--- config.mk ---
export PLATFORM = sky130hd
export DESIGN_NAME = qoa_audio_decoder_unit
export DESIGN_NICKNAME = d
export VERILOG_FILES = /design/src/rtl/qoa_pkg.sv /design/src/rtl/qoa_lms_unit.sv /design/src/rtl/qoa_out_reg.sv /design/src/rtl/qoa_audio_decoder_unit.sv
export SDC_FILE = /design/constraint.sdc
export NUM_CORES = 2
export LEC_CHECK = 0
export ABC_CLOCK_PERIOD_IN_PS = 64500
export BUFFER_PORTS_ARGS = -buffer_cell sky130_fd_sc_hd__clkbuf_2
export CORE_ASPECT_RATIO = 1.1
export CORE_MARGIN = 2
export CORE_UTILIZATION = 59
export CTS_BUF_LIST = sky130_fd_sc_hd__clkbuf_16
export DETAILED_ROUTE_END_ITERATION = 10
export GPL_TIMING_DRIVEN = 0
export PLACE_DENSITY_LB_ADDON = 0.3
export SLEW_MARGIN = 20
export SYNTH_ARGS = -nofsm -noshare
export SYNTH_HDL_FRONTEND = slang
export SYNTH_SLANG_ARGS = --single-unit
--- constraint.sdc ---
create_clock -name i_clk -period 64.5 [get_ports i_clk]
set_input_delay 0 -clock i_clk [delete_from_list [all_inputs] [get_ports i_clk]]
set_output_delay 0 -clock i_clk [all_outputs]
set_load 0.01 [all_outputs]
--- src/rtl/qoa_pkg.sv ---
// Package with shared constants, types and the dequantization table of the decoder.
`default_nettype none
package qoa_pkg;

    localparam int MAX_CHANNELS = 8;
    localparam int SLICE_SAMPLES = 20;
    localparam int LMS_TAPS = 4;

    localparam logic [31:0] MAGIC = 32'h716f6166;

    localparam logic [2:0] STAT_OK        = 3'd0;
    localparam logic [2:0] STAT_BAD_MAGIC = 3'd1;
    localparam logic [2:0] STAT_BAD_CHAN  = 3'd2;
    localparam logic [2:0] STAT_MISMATCH  = 3'd3;
    localparam logic [2:0] STAT_IGNORED   = 3'd4;

    typedef struct packed {
        logic signed [15:0] sample;
        logic [2:0]         channel;
        logic [15:0]        frame_position;
        logic               sample_valid;
        logic               last;
        logic [2:0]         status;
    } t_result;

    typedef struct packed {
        logic load;
        logic start;
        logic commit;
    } t_lms_ctrl;

    localparam logic [15:0] DQ_MAG [64] = '{
        16'd1,    16'd3,    16'd5,    16'd7,
        16'd5,    16'd18,   16'd32,   16'd49,
        16'd16,   16'd53,   16'd95,   16'd147,
        16'd34,   16'd113,  16'd203,  16'd315,
        16'd63,   16'd210,  16'd378,  16'd588,
        16'd104,  16'd345,  16'd621,  16'd966,
        16'd158,  16'd528,  16'd950,  16'd1477,
        16'd228,  16'd760,  16'd1368, 16'd2128,
        16'd316,  16'd1053, 16'd1895, 16'd2947,
        16'd422,  16'd1405, 16'd2529, 16'd3934,
        16'd548,  16'd1828, 16'd3290, 16'd5117,
        16'd696,  16'd2320, 16'd4176, 16'd6496,
        16'd868,  16'd2893, 16'd5207, 16'd8099,
        16'd1064, 16'd3548, 16'd6386, 16'd9933,
        16'd1286, 16'd4288, 16'd7718, 16'd12005,
        16'd1536, 16'd5120, 16'd9216, 16'd14336
    };

    function automatic logic signed [15:0] dq_value(input logic [3:0] sf,
                                                     input logic [2:0] code);
        logic signed [15:0] mag;
        mag = signed'(DQ_MAG[{sf, code[2:1]}]);
        return code[0] ? -mag : mag;
    endfunction

endpackage
`default_nettype wire

--- src/rtl/qoa_lms_unit.sv ---
// Shared LMS unit: one multiplier walks the four taps, then the predictor is updated.
`default_nettype none
module qoa_lms_unit (
    input  wire logic               i_clk,
    input  wire logic               i_rst_n,
    input  wire qoa_pkg::t_lms_ctrl i_ctrl,
    input  wire logic [63:0]        i_hist,
    input  wire logic [127:0]       i_wts,
    input  wire logic signed [15:0] i_dq,
    output logic                    o_done,
    output logic signed [15:0]      o_rec,
    output logic [63:0]             o_hist,
    output logic [127:0]            o_wts
);

    logic signed [15:0] r_h [qoa_pkg::LMS_TAPS];
    logic signed [31:0] r_w [qoa_pkg::LMS_TAPS];
    logic [2:0]         r_tap;
    logic               r_run;
    logic               r_done;
    logic signed [47:0] r_prod;
    logic signed [49:0] r_acc;
    logic signed [37:0] pre;
    logic signed [15:0] delta;
    logic signed [31:0] delta32;

    always_ff @(posedge i_clk) begin
        if (!i_rst_n) begin
            r_run  <= 1'b0;
            r_done <= 1'b0;
            r_tap  <= 3'd0;
        end else if (i_ctrl.start) begin
            r_run  <= 1'b1;
            r_done <= 1'b0;
            r_tap  <= 3'd0;
        end else if (r_run) begin
            r_tap <= r_tap + 3'd1;
            if (r_tap == 3'(qoa_pkg::LMS_TAPS)) begin
                r_run  <= 1'b0;
                r_done <= 1'b1;
            end
        end
    end

    always_ff @(posedge i_clk) begin
        if (i_ctrl.start) begin
            r_acc <= '0;
        end else if (r_run) begin
            if (r_tap != 3'd0) begin
                r_acc <= r_acc + 50'(r_prod);
            end
            if (r_tap < 3'(qoa_pkg::LMS_TAPS)) begin
                r_prod <= r_w[r_tap[1:0]] * r_h[r_tap[1:0]];
            end
        end
    end

    always_comb begin
        pre = 38'($signed(r_acc[49:13])) + 38'(i_dq);
        if (pre > 38'sd32767) begin
            o_rec = 16'sh7fff;
        end else if (pre < -38'sd32768) begin
            o_rec = 16'sh8000;
        end else begin
            o_rec = pre[15:0];
        end
        delta   = i_dq >>> 4;
        delta32 = 32'(delta);
    end

    always_ff @(posedge i_clk) begin
        if (i_ctrl.load) begin
            for (int i = 0; i < qoa_pkg::LMS_TAPS; i++) begin
                r_h[i] <= i_hist[63-16*i -: 16];
                r_w[i] <= i_wts[127-32*i -: 32];
            end
        end else if (i_ctrl.commit) begin
            for (int i = 0; i < qoa_pkg::LMS_TAPS; i++) begin
                r_w[i] <= r_w[i] + (r_h[i][15] ? -delta32 : delta32);
            end
            for (int i = 0; i < qoa_pkg::LMS_TAPS - 1; i++) begin
                r_h[i] <= r_h[i+1];
            end
            r_h[qoa_pkg::LMS_TAPS-1] <= o_rec;
        end
    end

    always_comb begin
        for (int i = 0; i < qoa_pkg::LMS_TAPS; i++) begin
            o_hist[63-16*i -: 16] = r_h[i];
            o_wts[127-32*i -: 32] = r_w[i];
        end
    end

    assign o_done = r_done;

endmodule
`default_nettype wire

--- src/rtl/qoa_out_reg.sv ---
// Output register that holds one result beat until the downstream side takes it.
`default_nettype none
module qoa_out_reg (
    input  wire logic             i_clk,
    input  wire logic             i_rst_n,
    input  wire logic             i_push,
    input  wire qoa_pkg::t_result i_res,
    output logic                  o_ready,
    output logic                  m_axis_tvalid,
    input  wire logic             m_axis_tready,
    output logic [39:0]           m_axis_tdata,  // sample, channel, frame_position, zero fill
    output logic                  m_axis_tlast,
    output logic [3:0]            m_axis_tuser   // sample_valid, status
);

    logic             r_valid;
    qoa_pkg::t_result r_res;

    assign o_ready = !r_valid || m_axis_tready;

    always_ff @(posedge i_clk) begin
        if (!i_rst_n) begin
            r_valid <= 1'b0;
        end else if (o_ready) begin
            r_valid <= i_push;
        end
    end

    always_ff @(posedge i_clk) begin
        if (o_ready && i_push) begin
            r_res <= i_res;
        end
    end

    assign m_axis_tvalid = r_valid;
    assign m_axis_tdata  = {5'd0, r_res.frame_position, r_res.channel, r_res.sample};
    assign m_axis_tlast  = r_res.last;
    assign m_axis_tuser  = {r_res.status, r_res.sample_valid};

endmodule
`default_nettype wire

--- src/rtl/qoa_audio_decoder_unit.sv ---
// Top level of the QOA stream decoder: word parser, sequencer and channel state memories.
// The decoder takes one 64-bit big-endian stream word per beat. A file header, frame header
// or LMS word is answered with one status beat, plus any wait for the output register. A
// slice word loads the channel state into the shared unit; then, for each sample of the
// slice, the sequencer starts the unit, waits while the single 32x16 multiply-accumulate
// unit walks the four LMS taps one per cycle, adds the last product and reports done, and
// forms, emits and commits the sample, with any wait for the output register. Write-back
// ends a full slice of 20 samples; s_axis_tready stays low while a word is being worked on.
// Per-channel LMS history and weights live in two small memories loaded by each frame's
// LMS words. Errors are sticky until a word with stream_start set in tuser.
`default_nettype none
module qoa_audio_decoder_unit #(
    parameter int MAX_CHANNELS = qoa_pkg::MAX_CHANNELS
) (
    input  wire logic        i_clk,
    input  wire logic        i_rst_n,
    input  wire logic        s_axis_tvalid,
    output logic             s_axis_tready,
    input  wire logic [63:0] s_axis_tdata,   // word
    input  wire logic [0:0]  s_axis_tuser,   // stream_start
    output logic             m_axis_tvalid,
    input  wire logic        m_axis_tready,
    output logic [39:0]      m_axis_tdata,   // sample, channel, frame_position, zero fill
    output logic             m_axis_tlast,
    output logic [3:0]       m_axis_tuser    // sample_valid, status
);

    localparam int AW = (MAX_CHANNELS > 1) ? $clog2(MAX_CHANNELS) : 1;

    localparam logic [2:0] PH_FILE         = 3'd0;
    localparam logic [2:0] PH_FRAME        = 3'd1;
    localparam logic [2:0] PH_LMS          = 3'd2;
    localparam logic [2:0] PH_SLICE        = 3'd3;
    localparam logic [2:0] PH_DONE         = 3'd4;
    localparam logic [2:0] PH_ERR_MAGIC    = 3'd5;
    localparam logic [2:0] PH_ERR_CHAN     = 3'd6;
    localparam logic [2:0] PH_ERR_MISMATCH = 3'd7;

    localparam logic [2:0] ST_IDLE = 3'd0;
    localparam logic [2:0] ST_LD   = 3'd1;
    localparam logic [2:0] ST_GO   = 3'd2;
    localparam logic [2:0] ST_WAIT = 3'd3;
    localparam logic [2:0] ST_FIN  = 3'd4;
    localparam logic [2:0] ST_WB   = 3'd5;
    localparam logic [2:0] ST_RES  = 3'd6;

    logic [2:0]  r_st, n_st;
    logic [2:0]  r_phase, n_phase;
    logic [7:0]  r_chans, n_chans;
    logic [23:0] r_rate, n_rate;
    logic [31:0] r_total, n_total;
    logic [31:0] r_decoded, n_decoded;
    logic [15:0] r_fsamp, n_fsamp;
    logic [15:0] r_sstart, n_sstart;
    logic [8:0]  r_wcnt, n_wcnt;
    logic [2:0]  r_status, n_status;
    logic [59:0] r_word, n_word;
    logic [3:0]  r_sf, n_sf;
    logic [15:0] r_si, n_si;
    logic [15:0] r_end, n_end;
    logic        r_any, n_any;

    logic [63:0]  hist_mem [MAX_CHANNELS];
    logic [127:0] wt_mem [MAX_CHANNELS];
    logic [63:0]  r_hrd;
    logic [127:0] r_wrd;
    logic         hist_we, wt_we;
    logic [AW-1:0] wr_idx;
    logic [63:0]  hist_d;
    logic [127:0] wt_d;

    logic               accept;
    logic               out_ready;
    logic               push;
    qoa_pkg::t_result   res;
    qoa_pkg::t_lms_ctrl ctrl;
    logic               lms_done;
    logic signed [15:0] rec;
    logic signed [15:0] dq;
    logic [63:0]        lms_hist;
    logic [127:0]       lms_wts;

    logic [32:0] fe_sum;
    logic [31:0] fe_decoded;
    logic [32:0] pos_now, pos_next;
    logic        emit, emit_next, fin_last;
    logic [8:0]  wcnt_inc;
    logic [16:0] ss_next;
    logic [16:0] slice_stop;
    logic [7:0]  ch_in;
    logic [23:0] rate_in;

    assign accept        = s_axis_tvalid && s_axis_tready;
    assign s_axis_tready = (r_st == ST_IDLE);
    assign dq            = qoa_pkg::dq_value(r_sf, r_word[59:57]);

    always_comb begin
        fe_sum     = {1'b0, r_decoded} + 33'(r_fsamp);
        fe_decoded = fe_sum[32] ? 32'hffff_ffff : fe_sum[31:0];
        pos_now    = {1'b0, r_decoded} + 33'(r_si);
        pos_next   = pos_now + 33'd1;
        emit       = pos_now < {1'b0, r_total};
        emit_next  = pos_next < {1'b0, r_total};
        fin_last   = (r_si + 16'd1) == r_end;
        wcnt_inc   = r_wcnt + 9'd1;
        ss_next    = 17'(r_sstart) + 17'(qoa_pkg::SLICE_SAMPLES);
        slice_stop = (ss_next > 17'(r_fsamp)) ? 17'(r_fsamp) : ss_next;
        ch_in      = s_axis_tdata[63:56];
        rate_in    = s_axis_tdata[55:32];
    end

    always_comb begin
        n_st      = r_st;
        n_phase   = r_phase;
        n_chans   = r_chans;
        n_rate    = r_rate;
        n_total   = r_total;
        n_decoded = r_decoded;
        n_fsamp   = r_fsamp;
        n_sstart  = r_sstart;
        n_wcnt    = r_wcnt;
        n_status  = r_status;
        n_word    = r_word;
        n_sf      = r_sf;
        n_si      = r_si;
        n_end     = r_end;
        n_any     = r_any;
        hist_we   = 1'b0;
        wt_we     = 1'b0;
        wr_idx    = r_wcnt[AW-1:0];
        hist_d    = lms_hist;
        wt_d      = lms_wts;
        ctrl      = '0;
        push      = 1'b0;
        res       = '0;
        res.last  = 1'b1;
        res.status = r_status;

        unique case (r_st)
            ST_IDLE: begin
                if (accept) begin
                    n_status = qoa_pkg::STAT_OK;
                    n_st     = ST_RES;
                    if (s_axis_tuser[0]) begin
                        n_chans   = '0;
                        n_rate    = '0;
                        n_total   = '0;
                        n_decoded = '0;
                        n_fsamp   = '0;
                        n_sstart  = '0;
                        n_wcnt    = '0;
                        if (s_axis_tdata[63:32] != qoa_pkg::MAGIC) begin
                            n_phase  = PH_ERR_MAGIC;
                            n_status = qoa_pkg::STAT_BAD_MAGIC;
                        end else begin
                            n_total = s_axis_tdata[31:0];
                            n_phase = PH_FRAME;
                        end
                    end else begin
                        unique case (r_phase)
                            PH_FILE, PH_DONE: begin
                                n_status = qoa_pkg::STAT_IGNORED;
                            end
                            PH_ERR_MAGIC: begin
                                n_status = qoa_pkg::STAT_BAD_MAGIC;
                            end
                            PH_ERR_CHAN: begin
                                n_status = qoa_pkg::STAT_BAD_CHAN;
                            end
                            PH_ERR_MISMATCH: begin
                                n_status = qoa_pkg::STAT_MISMATCH;
                            end
                            PH_FRAME: begin
                                if (r_decoded >= r_total) begin
                                    n_phase  = PH_DONE;
                                    n_status = qoa_pkg::STAT_IGNORED;
                                end else if (r_chans == 8'd0 &&
                                             (ch_in == 8'd0 || ch_in > 8'(MAX_CHANNELS))) begin
                                    n_phase  = PH_ERR_CHAN;
                                    n_status = qoa_pkg::STAT_BAD_CHAN;
                                end else if (r_chans != 8'd0 &&
                                             (ch_in != r_chans || rate_in != r_rate)) begin
                                    n_phase  = PH_ERR_MISMATCH;
                                    n_status = qoa_pkg::STAT_MISMATCH;
                                end else begin
                                    n_chans  = ch_in;
                                    n_rate   = rate_in;
                                    n_fsamp  = s_axis_tdata[31:16];
                                    n_sstart = '0;
                                    n_wcnt   = '0;
                                    n_phase  = PH_LMS;
                                end
                            end
                            PH_LMS: begin
                                wr_idx = r_wcnt[AW:1];
                                hist_d = s_axis_tdata;
                                for (int i = 0; i < qoa_pkg::LMS_TAPS; i++) begin
                                    wt_d[127-32*i -: 32] = 32'($signed(s_axis_tdata[63-16*i -: 16]));
                                end
                                hist_we = !r_wcnt[0];
                                wt_we   = r_wcnt[0];
                                if (wcnt_inc >= {r_chans, 1'b0}) begin
                                    n_wcnt = '0;
                                    if (r_fsamp == 16'd0) begin
                                        n_decoded = fe_decoded;
                                        n_phase   = PH_FRAME;
                                    end else begin
                                        n_phase = PH_SLICE;
                                    end
                                end else begin
                                    n_wcnt = wcnt_inc;
                                end
                            end
                            PH_SLICE: begin
                                n_sf   = s_axis_tdata[63:60];
                                n_word = s_axis_tdata[59:0];
                                n_si   = r_sstart;
                                n_end  = slice_stop[15:0];
                                n_any  = 1'b0;
                                n_st   = ST_LD;
                            end
                            default: begin
                                n_status = qoa_pkg::STAT_IGNORED;
                            end
                        endcase
                    end
                end
            end
            ST_LD: begin
                ctrl.load = 1'b1;
                n_st      = ST_GO;
            end
            ST_GO: begin
                ctrl.start = 1'b1;
                n_st       = ST_WAIT;
            end
            ST_WAIT: begin
                if (lms_done) begin
                    n_st = ST_FIN;
                end
            end
            ST_FIN: begin
                if (!emit || out_ready) begin
                    ctrl.commit        = 1'b1;
                    push               = emit;
                    res.sample         = rec;
                    res.channel        = r_wcnt[2:0];
                    res.frame_position = r_si;
                    res.sample_valid   = 1'b1;
                    res.last           = fin_last || !emit_next;
                    res.status         = qoa_pkg::STAT_OK;
                    if (emit) begin
                        n_any = 1'b1;
                    end
                    n_si   = r_si + 16'd1;
                    n_word = {r_word[56:0], 3'd0};
                    n_st   = fin_last ? ST_WB : ST_GO;
                end
            end
            ST_WB: begin
                if (r_any || out_ready) begin
                    push       = !r_any;
                    res.status = qoa_pkg::STAT_OK;
                    hist_we    = 1'b1;
                    wt_we      = 1'b1;
                    if (wcnt_inc >= {1'b0, r_chans}) begin
                        n_wcnt = '0;
                        if (ss_next >= 17'(r_fsamp)) begin
                            n_sstart  = '0;
                            n_decoded = fe_decoded;
                            n_phase   = PH_FRAME;
                        end else begin
                            n_sstart = ss_next[15:0];
                        end
                    end else begin
                        n_wcnt = wcnt_inc;
                    end
                    n_st = ST_IDLE;
                end
            end
            ST_RES: begin
                if (out_ready) begin
                    push = 1'b1;
                    n_st = ST_IDLE;
                end
            end
            default: begin
                n_st = ST_IDLE;
            end
        endcase
    end

    always_ff @(posedge i_clk) begin
        if (!i_rst_n) begin
            r_st      <= ST_IDLE;
            r_phase   <= PH_FILE;
            r_chans   <= '0;
            r_rate    <= '0;
            r_total   <= '0;
            r_decoded <= '0;
            r_fsamp   <= '0;
            r_sstart  <= '0;
            r_wcnt    <= '0;
            r_status  <= qoa_pkg::STAT_OK;
            r_any     <= 1'b0;
        end else begin
            r_st      <= n_st;
            r_phase   <= n_phase;
            r_chans   <= n_chans;
            r_rate    <= n_rate;
            r_total   <= n_total;
            r_decoded <= n_decoded;
            r_fsamp   <= n_fsamp;
            r_sstart  <= n_sstart;
            r_wcnt    <= n_wcnt;
            r_status  <= n_status;
            r_any     <= n_any;
        end
    end

    always_ff @(posedge i_clk) begin
        r_word <= n_word;
        r_sf   <= n_sf;
        r_si   <= n_si;
        r_end  <= n_end;
    end

    always_ff @(posedge i_clk) begin
        if (hist_we) begin
            hist_mem[wr_idx] <= hist_d;
        end
        if (wt_we) begin
            wt_mem[wr_idx] <= wt_d;
        end
        r_hrd <= hist_mem[r_wcnt[AW-1:0]];
        r_wrd <= wt_mem[r_wcnt[AW-1:0]];
    end

    qoa_lms_unit u_lms (
        .i_clk   (i_clk),
        .i_rst_n (i_rst_n),
        .i_ctrl  (ctrl),
        .i_hist  (r_hrd),
        .i_wts   (r_wrd),
        .i_dq    (dq),
        .o_done  (lms_done),
        .o_rec   (rec),
        .o_hist  (lms_hist),
        .o_wts   (lms_wts)
    );

    qoa_out_reg u_out (
        .i_clk         (i_clk),
        .i_rst_n       (i_rst_n),
        .i_push        (push),
        .i_res         (res),
        .o_ready       (out_ready),
        .m_axis_tvalid (m_axis_tvalid),
        .m_axis_tready (m_axis_tready),
        .m_axis_tdata  (m_axis_tdata),
        .m_axis_tlast  (m_axis_tlast),
        .m_axis_tuser  (m_axis_tuser)
    );

endmodule
`default_nettype wire

==> run summary <==
Yosys warning count = 0
Multiplexer share of the synthesized area = 0.09910
Simple-gate share of the synthesized area = 0.09354
Synth Area in XOR/XNOR = 0.03118
Top cell type's share of synthesized area = 0.4654
Nets = 11467
Die W = 440 µm
Largest net degree at the start of global routing = 58
Number of global-route vias before repair = 85175
Vias per cell = 6.406
Critical path arrival = 11.96 ns
Max_cap viols = 0
Initial core utilization = 0.5916
Post-Synthesis Cell Area = 123400 µm²
Clock transition at path regs = 0.06 ns
Worst Tran Pin Value = 1.272 ns
Synth-to-Final Area Change = 12.39%
FF+latch count, synth = 2307
Placed inst area = 129900 µm²
Clock latency reported for the late side of the worst-skew pair = 0.93 ns
Via count = 85749
Die ar. = 212800 µm²
RSZ-0062 raised after global routing = no
Rel. slew slack = 0.1432
CP startpoint kind = register
Critical Path RT = 65.07 ns
Cell with the most instances after synthesis = edfxtp_1
Core Footprint = 208500 µm²
PortBufs = 110
Min cycle time layout = 11.38 ns
Worst Hold Class = in2reg
Clk_skew = 0.1086 ns
Synth async-reset ratio = 0
Max Slew Vio Count = 0
CTS Buffer Depth = 3
R2r setup slk = 53.12 ns
H-tree depth = 4
Post-synthesis sequential area ratio = 0.5295
First-pass GRT wire length = 566.1 mm
Synth cell count leaders = 1912 x edfxtp_1, 1529 x nand2_1, 731 x inv_1
Top_reg_cell synth = edfxtp_1
Number of synthesized flops with an enable pin = 1912
Synth area leaders = edfxtp_1 47%, fa_1 8.0%, mux4_2 7.5%
Fillers = 14799
Fmax = 87.85 MHz
CP dominant cell by count = fa_1
RePlAce Congestion = 1.009
Routed len/inst = 29.15 µm
Grt total ovfl = 0
Share of layout cells above drive strength 1 = 0.1313
Storage cell area = 65320 µm²
CTS buffer count = 221
Setup TNS = 0 ns
GRT Total Usage = 0.3666
Antenna Nets Post-Route = 0
Slowest-stage cell, CP = buf_1
Crit path kind = reg2reg
Multi-input logic area = 53820 µm²
CTS tree = built
Area share of fa/ha/maj cells after synthesis = 0.1311
Final wirelength = 390.2 mm
Outcome = complete, no violations
Slowest cell delay on critical path = 0.99 ns
Initial antenna violation count = 34
Drt first pass iters = 9
Crit. End Element = register
Std cell rows = 176
Complex-gate fraction of the synthesized area = 0.07916
Root buf cell = clkbuf_16
Syn_area_per_cell = 12.58 µm²
Residual DRC = 0
Synth unique cells = 99
Final setup vio count = 0
Critical Path Fanout Max = 10
Die Y = 483.6 µm
DRT iter0 DRCs = 11443
Boundary Pins = 116
Synth Instances = 9806
Final Cycle Share = 0.1765
Final Hold Violating Endpoints = 0
Largest area contributor in the netlist = edfxtp_1
Post-route cell area = 138700 µm²
HPWL after DPL = 287.0 mm
Largest family of logic cells by synthesized area = adder cells
Clock sinks = 2307
[flip-flops by register name, indices dropped and copies added, names as in the netlist, 8 cells and up, named ones only]
name / count
r_decoded: 32
r_hrd: 64
r_sstart: 14
r_chans: 8
u_out.m_axis_tdata: 35
u_lms.r_h: 64
wt_mem: 1024
r_rate: 24
r_end: 16
r_wrd: 128
r_fsamp: 16
r_total: 32
u_lms.r_acc: 50
u_lms.r_prod: 48
hist_mem: 512
r_si: 16
r_wcnt: 9
r_word: 60
u_lms.r_w: 128
[critical path: cells and delay by family (launching register included)]
family	cells	cell delay (ns)
AOI/OAI and AO/OA	12	2.64
xor gates and xnor gates	1	0.08
adders and majority gates	7	3.21
buffers and inverters	9	3.52
DFF	1	0.45
muxes	1	0.61
and+or+nand+nor	2	0.53
[per-layer routing]
layer,global-route usage,vias to the layer above,wire length [µm]
li1,-,36320,-
met1,0.4707,42648,140500
met2,0.5642,5485,176300
met3,0.09957,1270,46100
met4,0.2091,26,27040
met5,0,-,244
[what timing repair did]
item                                    in CTS  in global routing
gates resized for setup                      0                  0
hold endpoints to repair                   296                  0
endpoints found under the setup margin       0                  0
buffers inserted                             0                  0
hold buffers                               114                  0
[through the flow]
step / utilization / hold slack [ns] / worst slack (ns) / std cells
floorplan: - / 0.09887 / 41.72 / 9810
global placement: 0.6109 / 0.3316 / 16.55 / 12679
detailed placement: 0.6231 / 0.3341 / 53.42 / 12822
CTS: 0.6644 / 0.001324 / 53.35 / 13357
global route: 0.6646 / 0.05182 / 52.73 / 13360
finish: 0.6649 / 0.05699 / 53.12 / 13385
[worst paths after layout]
check / from / endpoint / cells past startpoint
hold reg to reg: r_total[28] / r_total[28] / 2
setup / recovery: register / u_lms.r_prod[47] / 32
hold / removal: s_axis_tdata[41] / r_word[41] / 4
setup reg to reg: register / u_lms.r_prod[47] / 32
[layout by cell type (no fill, tap or decap), types with 82 or more instances in the layout]
master         synthesis  routed
a21oi_1              440     438
a21o_1               265     265
mux4_2               410     410
fa_1                 494     494
clkbuf_2               0     126
clkbuf_16              0     225
inv_1                731     773
buf_2                 35      82
nand2_1             1529    1526
nand3_1              140     139
clkbuf_1             334     321
o21ai_0              376     367
xnor2_1              261     257
ha_1                 502     502
and2_1                86      84
edfxtp_1            1912    1912
mux2_2               232     232
dlygate4sd3_1          0     114
dfxtp_1              395     395
xor2_1               175     173
nor2_1               467     464
[layout make-up]
| cell class | instances | area share |
|---|---|---|
| Antenna cell | 26 | 0.0004692 |
| Buffer | 439 | 0.01261 |
| Clock buffer | 225 | 0.04060 |
| Clock inverter | 196 | 0.01339 |
| Inverter | 741 | 0.02008 |
| Multi-Input combinational cell | 6323 | 0.3882 |
| Sequential cell | 2307 | 0.4711 |
| Tap cell | 2759 | 0.02489 |
| Timing Repair Buffer | 369 | 0.02872 |
[logic make-up after synthesis]
group	after synthesis
DFF	2307
buffers and inverters	1180
xor gates and xnor gates	437
muxes	680
and+or+nand+nor	2665
AOI/OAI and AO/OA	1540
adders and majority gates	996
other	1
Power is left out: the tool's default activity adds up to more than one toggle a clock period on the data nets, which glitch-free logic cannot reach.
